`config.mk`:
```
export PLATFORM = sky130hd
export DESIGN_NAME = wmcf_ctrl
export DESIGN_NICKNAME = d
export VERILOG_FILES = /design/src/rtl/wmcf_pkg.sv /design/src/rtl/wmcf_ctrl.sv
export SDC_FILE = /design/constraint.sdc
export NUM_CORES = 1
export LEC_CHECK = 0
export BUFFER_PORTS_ARGS = -buffer_cell sky130_fd_sc_hd__buf_2
export CELL_PAD_IN_SITES_DETAIL_PLACEMENT = 0
export CELL_PAD_IN_SITES_GLOBAL_PLACEMENT = 1
export CORE_AREA = 5 5 42 44
export DETAILED_ROUTE_END_ITERATION = 10
export DIE_AREA = 0 0 47 49
export GPL_TIMING_DRIVEN = 0
export PLACE_DENSITY_LB_ADDON = 0.1
export SYNTH_ARGS = -nofsm -noshare
export SYNTH_HDL_FRONTEND = slang
export SYNTH_SLANG_ARGS = --single-unit
```
`constraint.sdc`:
```
create_clock -name clk -period 2.61 [get_ports clk]
set_input_delay 0.6525 -clock clk [delete_from_list [all_inputs] [get_ports clk]]
set_output_delay 0.6525 -clock clk [all_outputs]
set_load 0.01 [all_outputs]
```
`src/rtl/wmcf_pkg.sv`:
```
// ----------------------------------------------------------------------------
// wmcf_pkg
// Shared types and constants for the window maximum and count filter:
// register indexes, controller states and the command and status bundles.
// ----------------------------------------------------------------------------
package wmcf_pkg;

  // Configuration port widths and register indexes.
  localparam int CFG_IDX_W  = 2;
  localparam int CFG_DATA_W = 11;

  localparam logic [CFG_IDX_W-1:0] REG_FRAME_WIDTH  = 2'd0;
  localparam logic [CFG_IDX_W-1:0] REG_FRAME_HEIGHT = 2'd1;
  localparam logic [CFG_IDX_W-1:0] REG_WINDOW_SIZE  = 2'd2;

  // Register values after reset, before clamping.
  localparam int RST_FRAME_WIDTH  = 1024;
  localparam int RST_FRAME_HEIGHT = 1024;
  localparam int RST_WINDOW_SIZE  = 3;

  // Widths of the result fields that are fixed by the interface.
  localparam int OUT_COUNT_W = 7;
  localparam int OUT_POS_W   = 10;

  // Controller states.
  typedef enum logic [2:0] {
    S_IDLE,
    S_READ,
    S_CMP,
    S_WRITE,
    S_HRED,
    S_EMIT
  } wmcf_state_t;

  // Commands from the controller to the datapath.
  typedef struct packed {
    logic start;   // latch a new pixel
    logic rd;      // issue a line store read for the current row offset
    logic cmp;     // fold the returned line store pixel into the column result
    logic wr;      // store the pixel and shift the column results
    logic hstep;   // fold one more column into the window result
    logic emit;    // load the output register
    logic adv;     // advance the frame position
  } wmcf_cmd_t;

  // Status from the datapath to the controller.
  typedef struct packed {
    logic rd_more;   // another earlier row takes part in the column
    logic window;    // the current pixel completes a window
    logic h_more;    // another column takes part in the window
    logic out_free;  // the output register can take a result
  } wmcf_status_t;

  // Registers: zero acts as one, oversized values act as the maximum.
  function automatic int clamp_cfg(input int v, input int hi);
    int res;
    if (v == 0) begin
      res = 1;
    end else if (v > hi) begin
      res = hi;
    end else begin
      res = v;
    end
    return res;
  endfunction

endpackage

```
`src/rtl/wmcf_ctrl.sv`:
```
// ----------------------------------------------------------------------------
// wmcf_ctrl
// Sequencer for one pixel: column scan of the line store, store write,
// scan across the recent columns and hand-off to the output register.
// ----------------------------------------------------------------------------
module wmcf_ctrl (
  input  logic                  clk,
  input  logic                  rst_n,
  input  logic                  in_valid,
  output logic                  in_stall,
  input  wmcf_pkg::wmcf_status_t sts,
  output wmcf_pkg::wmcf_cmd_t    cmd
);
  import wmcf_pkg::*;

  wmcf_state_t state_r, state_nxt;

  // State register.
  always_ff @(posedge clk) begin
    if (!rst_n) begin
      state_r <= S_IDLE;
    end else begin
      state_r <= state_nxt;
    end
  end

  // Next state.
  always_comb begin
    state_nxt = state_r;
    unique case (state_r)
      S_IDLE: begin
        if (in_valid) state_nxt = S_READ;
      end
      S_READ: begin
        state_nxt = sts.rd_more ? S_CMP : S_WRITE;
      end
      S_CMP: begin
        state_nxt = S_READ;
      end
      S_WRITE: begin
        state_nxt = sts.window ? S_HRED : S_IDLE;
      end
      S_HRED: begin
        if (!sts.h_more) state_nxt = S_EMIT;
      end
      S_EMIT: begin
        if (sts.out_free) state_nxt = S_IDLE;
      end
      default: state_nxt = S_IDLE;
    endcase
  end

  // Outputs.
  always_comb begin
    cmd      = '0;
    in_stall = 1'b1;
    unique case (state_r)
      S_IDLE: begin
        in_stall  = 1'b0;
        cmd.start = in_valid;
      end
      S_READ: begin
        cmd.rd = sts.rd_more;
      end
      S_CMP: begin
        cmd.cmp = 1'b1;
      end
      S_WRITE: begin
        cmd.wr  = 1'b1;
        cmd.adv = !sts.window;
      end
      S_HRED: begin
        cmd.hstep = sts.h_more;
      end
      S_EMIT: begin
        cmd.emit = sts.out_free;
        cmd.adv  = sts.out_free;
      end
      default: begin
        in_stall = 1'b1;
      end
    endcase
  end

endmodule

```
### After elaboration in Yosys (flattened, before gate mapping)

Index checks and enable logic that the tools add are counted.
W data, S select, Z words.

* equality and inequality tests: 8
* mux-type cells: 14
* reduce and logical (&&, ||, !) cells: 3

Operators by type and width (number)
* $pmux W3 S6: 1
* $mux W3: 4
* $mux W1: 8
* $eq A3 B2 Y1 const B: 2
* $eq A3 B3 Y1 const B: 2
* $ne A2 B2 Y1 const B: 3
* $eq A3 B1 Y1 const B: 1
* $logic_not A3 Y1: 1
* $reduce_and A3 Y1: 1
* $pmux W1 S2: 1
* $logic_not A1 Y1: 1

* flip-flop bits (word level): 3
* input bits: 7
* output and inout port bits: 8
* logic and storage cells: 26

### Longest topological paths before layout

Gate-level depths: netlist of run 1.

* word-level depth: 3
* mapped depth: 4
* mapped depth without buffers: 3

### Worst setup path after synthesis of run 1

No wires, ideal clock.

* path type: input -> output
* start: in sts[0] in the netlist's numbering
* end: out cmd[0] in the netlist's numbering
* data arrival time: 1.066 ns
* data required time: 1.957 ns
* setup slack: 0.892 ns
* cell stages on the path: 2
* path buffers: 0
* path through: and3_2 -> a21o_2

RTL lines
* start, declared: RTL line wmcf_ctrl.sv:11 `input wmcf_pkg::wmcf_status_t sts,`
* end, declared: RTL line wmcf_ctrl.sv:12 `output wmcf_pkg::wmcf_cmd_t cmd`

==> results.sh, run 1 <==
export IMPL_outcome="finished, final reports clean"
export IMPL_pwr_density_cell_mw_per_mm2=632.6
export IMPL_r2r_setup_slack_ps=1490
export IMPL_timing_setup_tns_ps=0
export IMPL_synth_top_area_cell="dfxtp_1"
export IMPL_r2r_end="state_r[2]"
export IMPL_synthTopCellsByCount="nor2_1 (4), and3b_2 (3), dfxtp_1 (3)"
export IMPL_dp_cells=60
export IMPL_synth_main_ff_cell="dfxtp_1"
export IMPL_post_dp_hpwl_um=555.1
export IMPL_layout_setup_ws_ps=656.6
export IMPL_htree_levels=1
export IMPL_grt_pass1_vias=322
export IMPL_postRouteAntennaNets=0
export IMPL_pwr_share_comb=0.363
export IMPL_drtIter0Drc=0
export IMPL_dp_slack_ps=704.4
export IMPL_std_cell_rows=14
export IMPL_p_sw_frac=0.3256
export IMPL_finalHoldViolCount=0
export IMPL_slew_violations=0
export IMPL_cts_resized=0
export IMPL_cts_setup_buffers=0
export IMPL_grt_max_degree=11
export IMPL_power_frac_seq=0.277
export IMPL_syn_area_um2=245.2
export IMPL_clk_latency_ps=240
export IMPL_fmax_mhz=511.9
export IMPL_clock_sinks=3
export IMPL_fp_dieH_um=49
export IMPL_fin_crit_sh=0.7484
export IMPL_ys_ff_latch=3
export IMPL_grt_total_usage=0.07736
export IMPL_routed_wl_um=719
export IMPL_drt_vias_per_instance=4.406
export IMPL_diodes=0
export IMPL_synth_most_common_cell="nor2_1"
export IMPL_cts_buffer_depth=2
export IMPL_core_mm2=0.001401
export IMPL_hold_path_startpoint="state_r[0]"
export IMPL_setup_viol=0
export IMPL_ys_types=20
export IMPL_cts_root_buf="clkbuf_4"
export IMPL_required_ps=1960
export IMPL_grt_pass1_wl_um=1248
export IMPL_crit_type="reg2out"
export IMPL_postSynth_asyncResetShare=0
export IMPL_syn2layout_area_growth_pct=47.45
export IMPL_antenna_found_initial=0
export IMPL_end_kind="primary output"
export IMPL_cp_arrival_ps=1300
export IMPL_ios=15
export IMPL_clock_skew_final_ps=3.660
export IMPL_path_clk_slew_ps=40
export IMPL_start_util=0.1750
export IMPL_gp_congestion=0.6563
export IMPL_syn_num_nets=37
export IMPL_drt_pre_antenna_iters=1
export IMPL_holdPathStages=2
export IMPL_finalNetCount=56
export IMPL_regMostFlops="state_r"
export IMPL_yosysWarnings=0
export IMPL_switching_power_uw=74.48
export IMPL_n_fill_cell=180
export IMPL_yosysSeqAreaShare=0.2449
export IMPL_die_x_um=47
export IMPL_port_buffers=14
export IMPL_synth_top_area_frac=0.2449
export IMPL_p_leak_nw=0.1990
export IMPL_drive_above_1_share=0.5417
export IMPL_p_int_uw=154.3
export IMPL_largest_reg_flops=3
export IMPL_instances_no_fill=64
export IMPL_hold_ws_ps=660.7
export IMPL_multi_input_area_um2=166.4
export IMPL_cts_tree="done"
export IMPL_crit_fanout=8
export IMPL_numCtsBuffers=3
export IMPL_p_clk_frac=0.360
export IMPL_ir_worst_vdd_uv=147.3
export IMPL_remaining_drc_errors=0
export IMPL_critPathLaunchType="flop"
export IMPL_syn_instance_count=30
export IMPL_register_area_um2=60.06
export IMPL_slew_headroom=0.8513
export IMPL_synth_edf_count=0
export IMPL_period_minus_slack_ps=1953
export IMPL_wl_per_cell_um=11.23
export IMPL_avgSynthCellArea_um2=8.175
export IMPL_rsz0062_at_grt="no"
export IMPL_cts_hold_buf=0
export IMPL_worstHoldPathType="reg2reg"
export IMPL_reg_top3="state_r: 3 flops"
export IMPL_hold_path_endpoint="state_r[0]"
export IMPL_final_area_um2=361.6
export IMPL_r2r_start="state_r[2]"
export IMPL_gr_total_overflow=0
export IMPL_tightest_slew_ps=222.8
export IMPL_num_vias=282
export IMPL_synth_area_leaders="dfxtp_1 (24%), and3b_2 (12%), nor2_1 (6.1%)"
export IMPL_dieArea_mm2=0.002303
export IMPL_place_area_um2=335.3
export IMPL_rr_worst_depth=4
export IMPL_drv_cap=0
metrics by stage:
step	total power, mW	util
floorplan	0.1187	-
global placement	0.1493	0.2393
detailed placement	0.1481	0.2393
CTS	0.2356	0.2580
global route	0.2486	0.2580
finish	0.2287	0.2580
metal layers:
layer | global-route usage | part of all wire | wire (µm)
met2 | 0.1086 | 0.49 | 352
met3 | 0.01107 | 0.049 | 35
met5 | 0 | 0 | 0
met4 | 0.08295 | 0.018 | 13
met1 | 0.08972 | 0.44 | 317
power by group through the flow:
stage          Sequential [mW]  Combinational [mW]  Clock [mW]
6_report                0.0634              0.0829      0.0824
5_1_grt                 0.0653              0.0941      0.0891
4_1_cts                 0.0637              0.0850      0.0869
3_5_place_dp            0.0645              0.0836           0
3_3_place_gp            0.0648              0.0845           0
2_1_floorplan           0.0609              0.0578           0
layout make-up:
class | count | area share
Clock buffer | 4 | 0.07266
Multi-Input combinational cell | 24 | 0.4602
Sequential cell | 3 | 0.1661
Timing Repair Buffer | 14 | 0.1938
Tap cell | 16 | 0.05536
Inverter | 2 | 0.02076
Buffer | 1 | 0.03114
how the worst max path moves through the flow:
stage,start,endpoint,slack (ps),cells past startpoint
after detailed placement,sts[0],cmd[0],700,4
after floorplan,sts[0],cmd[0],890,2
after CTS,state_r[1],cmd[0],640,4
after global placement,sts[0],cmd[0],710,4
after global routing,state_r[0],cmd[0],550,4
final,state_r[1],cmd[0],660,4
cell families (layout without fill, tap and decap cells):
| logic type | after synthesis | count (layout) | share of synthesized area |
|---|---|---|---|
| AOI/OAI and AO/OA | 8 | 8 | 0.2194 |
| buffers and inverters | 3 | 21 | 0.07654 |
| DFF | 3 | 3 | 0.2449 |
| and+or+nand+nor | 16 | 16 | 0.4592 |
critical path, stage by stage (launching register included):
cell	delay, ps
dfxtp_1	430
nor2b_1	100
and3_2	230
a21o_2	180
buf_2	130
cells in the final DEF, fill, tap and decap left out, drive strengths merged:
cell type  netlist  final
a21o             1      1
a31oi            1      1
inv              2      2
and2             2      2
and3             1      1
a22oi            1      1
nor3b            1      1
nand2b           2      2
nor2b            1      1
a21oi            1      1
dfxtp            3      3
buf              1     15
and3b            4      4
o21bai           1      1
o21ai            3      3
clkbuf           0      4
or3              1      1
nor2             4      4
(Power assumes the default switching activity.)
==> run 2: changes to the inputs <==
==> constraint.sdc (replaced) <==
create_clock -name clk -period 1.7 [get_ports clk]
set_input_delay 0.425 -clock clk [delete_from_list [all_inputs] [get_ports clk]]
set_output_delay 0.425 -clock clk [all_outputs]
set_load 0.01 [all_outputs]
==> results.sh, run 2 (synthesized netlist as in run 1, its figures left out) <==
export IMPL_syn2layout_area_growth_pct=62.25
export IMPL_finalHoldViolCount=0
export IMPL_cts_buffer_depth=2
export IMPL_multi_input_area_um2=175.2
export IMPL_pwr_density_cell_mw_per_mm2=934.2
export IMPL_numCtsBuffers=3
export IMPL_drtIter0Drc=2
export IMPL_end_kind="primary output"
export IMPL_rsz0062_at_grt="no"
export IMPL_drt_pre_antenna_iters=2
export IMPL_setup_viol=0
export IMPL_num_vias=298
export IMPL_clock_sinks=3
export IMPL_core_mm2=0.001401
export IMPL_dieArea_mm2=0.002303
export IMPL_timing_setup_tns_ps=0
export IMPL_power_uw=371.7
export IMPL_grt_max_degree=11
export IMPL_reg_top3="state_r: 3 flops"
export IMPL_largest_reg_flops=3
export IMPL_drt_vias_per_instance=4.515
export IMPL_register_area_um2=68.82
export IMPL_tightest_slew_ps=178.2
export IMPL_required_ps=1270
export IMPL_drv_cap=0
export IMPL_ir_worst_vdd_uv=237.7
export IMPL_period_minus_slack_ps=1662
export IMPL_mostFrequentLayoutCells="buf_2 (14), and3b_2 (4), nor2_1 (4)"
export IMPL_fin_crit_sh=0.9777
export IMPL_fp_dieH_um=49
export IMPL_grt_pass1_vias=322
export IMPL_gr_total_overflow=0
export IMPL_port_buffers=14
export IMPL_slew_headroom=0.8812
export IMPL_antenna_found_initial=0
export IMPL_htree_levels=1
export IMPL_crit_fanout=5
export IMPL_cts_hold_buf=0
export IMPL_grt_pass1_wl_um=1248
export IMPL_critPathLaunchType="flop"
export IMPL_worstHoldPathType="in2reg"
export IMPL_clock_skew_final_ps=3.070
export IMPL_ios=15
export IMPL_wl_per_cell_um=11.74
export IMPL_layout_commonest_cell="buf_2"
export IMPL_drive_above_1_share=0.6600
export IMPL_gp_congestion=0.6563
export IMPL_crit_type="reg2out"
export IMPL_regMostFlops="state_r"
export IMPL_start_util=0.1750
export IMPL_postRouteAntennaNets=0
export IMPL_path_clk_slew_ps=40
export IMPL_diodes=0
export IMPL_cp_arrival_ps=1240
export IMPL_grt_total_usage=0.07736
export IMPL_fmax_mhz=601.7
export IMPL_routed_wl_um=775
export IMPL_cts_root_buf="clkbuf_4"
export IMPL_slew_violations=0
export IMPL_p_leak_nw=0.2145
export IMPL_cts_tree="done"
export IMPL_finalNetCount=58
export IMPL_outcome="finished, final reports clean"
export IMPL_remaining_drc_errors=0
export IMPL_die_x_um=47
export IMPL_post_dp_hpwl_um=555.1
export IMPL_fin_util=0.2839
export IMPL_std_cell_rows=14
export IMPL_clk_latency_ps=240
export IMPL_n_fill_cell=177
-- run 2: cell count changes in the layout (fill, tap and decap cells not counted), sizes merged --
| cell | change |
|---|---|
| buf | +2 |
-- run 2: area by class of cell --
type | instances | area share
multi-input combinational | 24 | 0.4403
timing repair buffer | 16 | 0.2233
clock buffer | 4 | 0.06604
tap | 16 | 0.05031
sequential | 3 | 0.1730
inverter | 2 | 0.01887
buffer | 1 | 0.02830
-- run 2: critical path, cell delays in order, from the launching register on --
cell and delay [ps]:
dfxtp_4 350, buf_6 100, and3b_2 220, a21o_2 220
buf_6 110
-- run 2: power by group --
group / internal (mW) / leakage, nW / switching (mW)
logic: 0.0768 / 0.173 / 0.0633
clock network: 0.0881 / 0.0150 / 0.0393
registers: 0.0859 / 0.0264 / 0.0182
-- run 2: timing repair --
item                       4_1_cts  5_1_grt
setup endpoints to repair        1        1
cloned                           0        1
resized for setup                3        6
buffers inserted                 0        1
-- run 2: final timing paths --
kind	depth (start not counted)	to	start	slack [ps]
max	4	cmd[0]	state_r[2]	40
min	3	state_r[2]	rst_n	440
max reg2reg	5	state_r[2]	state_r[2]	490
min reg2reg	2	state_r[0]	state_r[0]	570
-- run 2: per-stage QoR --
step                      area [µm²]  cells  setup slack, ps  hold WS (ps)
after floorplan                245.2     30            343.6         551.1
after global placement         335.3     60            192.4         668.4
after detailed placement       335.3     60            214.4         658.6
after CTS                      365.4     64            5.527         437.3
after global routing           397.9     66            1.196         448.9
final                          397.9     66            37.92         444.9
-- run 2: routing by layer --
layer | share of wire | up-vias | wire, µm | GRT usage
met2 | 0.48 | 12 | 374 | 0.1086
li1 | - | 148 | - | -
met3 | 0.048 | 4 | 37 | 0.01107
met4 | 0.035 | 0 | 27 | 0.08295
met1 | 0.43 | 134 | 335 | 0.08972
met5 | 0 | - | 0 | 0
==> run 3: changes to the inputs <==
--- a/config.mk
+++ b/config.mk
@@ -12,7 +12,9 @@
 export DETAILED_ROUTE_END_ITERATION = 10
 export DIE_AREA = 0 0 47 49
 export GPL_TIMING_DRIVEN = 0
+export MAX_ROUTING_LAYER = met4
 export PLACE_DENSITY_LB_ADDON = 0.1
+export SETUP_SLACK_MARGIN = 0.3
 export SYNTH_ARGS = -nofsm -noshare
 export SYNTH_HDL_FRONTEND = slang
 export SYNTH_SLANG_ARGS = --single-unit
==> results.sh, run 3 (synthesized netlist as in run 1, its figures left out) <==
export IMPL_path_clk_slew_ps=40
export IMPL_cp_arrival_ps=1180
export IMPL_gr_total_overflow=0
export IMPL_slew_violations=0
export IMPL_clock_skew_final_ps=3.469
export IMPL_finalHoldViolCount=0
export IMPL_p_clk_frac=0.276
export IMPL_dp_slack_ps=214.4
export IMPL_slowest_delay_ps=380
export IMPL_register_area_um2=68.82
export IMPL_pwr_share_comb=0.504
export IMPL_wl_per_cell_um=11.71
export IMPL_fin_crit_sh=0.9458
export IMPL_layout_commonest_cell="buf_2"
export IMPL_cp_depth=3
export IMPL_fmax_mhz=622.0
export IMPL_outcome="finished, final reports clean"
export IMPL_post_dp_hpwl_um=555.1
export IMPL_timing_setup_tns_ps=0
export IMPL_pwr_density_cell_mw_per_mm2=894.1
export IMPL_postRouteAntennaNets=0
export IMPL_p_sw_frac=0.3106
export IMPL_core_mm2=0.001401
export IMPL_hold_path_startpoint="rst_n"
export IMPL_slew_headroom=0.8874
export IMPL_regMostFlops="state_r"
export IMPL_dieArea_mm2=0.002303
export IMPL_drive_above_1_share=0.7544
export IMPL_grt_total_usage=0.09229
export IMPL_setup_viol=0
export IMPL_start_util=0.1750
export IMPL_worstHoldPathType="in2reg"
export IMPL_place_area_um2=335.3
export IMPL_critPathLaunchType="flop"
export IMPL_hold_ws_ps=448.1
export IMPL_r2r_start="state_r[1]"
export IMPL_routed_wl_um=855
export IMPL_drt_pre_antenna_iters=3
export IMPL_instances_no_fill=73
export IMPL_p_leak_nw=0.2609
export IMPL_numCtsBuffers=3
export IMPL_power_uw=453.0
export IMPL_final_area_um2=506.7
export IMPL_rsz0062_at_grt="yes"
export IMPL_n_fill_cell=166
export IMPL_die_x_um=47
export IMPL_gp_congestion=0.6623
export IMPL_fin_util=0.3616
export IMPL_syn2layout_area_growth_pct=106.6
export IMPL_dp_cells=60
export IMPL_power_frac_seq=0.220
export IMPL_drtIter0Drc=2
export IMPL_antenna_found_initial=0
export IMPL_crit_fanout=7
export IMPL_fp_dieH_um=49
export IMPL_port_buffers=14
export IMPL_period_minus_slack_ps=1608
export IMPL_crit_chain="or3_4 > nor2_2 > buf_2"
export IMPL_std_cell_rows=14
export IMPL_path_delay_family="simple AND/OR/NAND/NOR gates"
export IMPL_switching_power_uw=140.7
export IMPL_diodes=0
export IMPL_finalNetCount=65
export IMPL_grt_pass1_vias=365
export IMPL_crit_type="reg2out"
export IMPL_remaining_drc_errors=0
export IMPL_grt_pass1_wl_um=1449
export IMPL_grt_max_degree=9
export IMPL_mostFrequentLayoutCells="buf_2 (9), buf_6 (8), buf_4 (7)"
export IMPL_ir_worst_vdd_uv=289.9
export IMPL_num_vias=327
export IMPL_p_int_uw=312.3
export IMPL_cts_tree="done"
export IMPL_layout_setup_ws_ps=92.22
export IMPL_multi_input_area_um2=196.4
export IMPL_required_ps=1270
export IMPL_holdPathStages=3
export IMPL_largest_reg_flops=3
export IMPL_cts_root_buf="clkbuf_4"
export IMPL_tightest_slew_ps=167.1
export IMPL_clock_sinks=3
export IMPL_ios=15
export IMPL_slowest_stage="or3_4"
export IMPL_cts_buffer_depth=2
export IMPL_startpoint="state_r[1]"
export IMPL_end_kind="primary output"
export IMPL_crit_buf_inv=1
export IMPL_rr_worst_depth=5
export IMPL_drv_cap=0
export IMPL_htree_levels=1
export IMPL_reg_top3="state_r: 3 flops"
export IMPL_clk_latency_ps=230
export IMPL_drt_vias_per_instance=4.479
==> run 3: changes by cell type in the layout (fill, tap and decap cells not counted), sizes merged <==
cell  change
buf       +7
==> run 3: worst min-delay path: cells and delay by family <==
family | cells | cell delay, ps
compound gates | 2 | 100
buf+inv | 1 | 110
==> run 3: cell type report <==
class / count / share of cell area
buffer: 1 / 0.02222
multi-input combinational: 24 / 0.3877
sequential: 3 / 0.1358
inverter: 2 / 0.01481
timing repair buffer: 23 / 0.3481
clock buffer: 4 / 0.05185
tap: 16 / 0.03951
==> run 3: power groups by stage <==
stage	combinational [mW]	clock, mW	sequential, mW
5_1_grt	0.250	0.137	0.102
3_5_place_dp	0.128	0	0.0990
3_3_place_gp	0.130	0	0.0995
4_1_cts	0.210	0.133	0.0990
6_report	0.228	0.125	0.0995
2_1_floorplan	0.0888	0	0.0935
==> run 3: final timing paths <==
kind         slack, ps    endpoint
max                 90      cmd[6]
min                450  state_r[2]
max reg2reg        390  state_r[2]
min reg2reg        590  state_r[2]
==> run 3: per-layer routing <==
metal,global-route usage,wire length (µm)
met5,-,0
met4,0.08295,13
met3,0.01107,30
met2,0.1403,450
met1,0.09847,361
==> run 3: timing repair <==
item / in CTS / in global routing
buffers inserted: 7 / 2
gates resized for setup: 20 / 1
pin swaps: 7 / 3
endpoints found under the setup margin: 8 / 8
hold endpoints to repair: 0 / 0
hold buffers: 0 / 0
cloned: 0 / 0
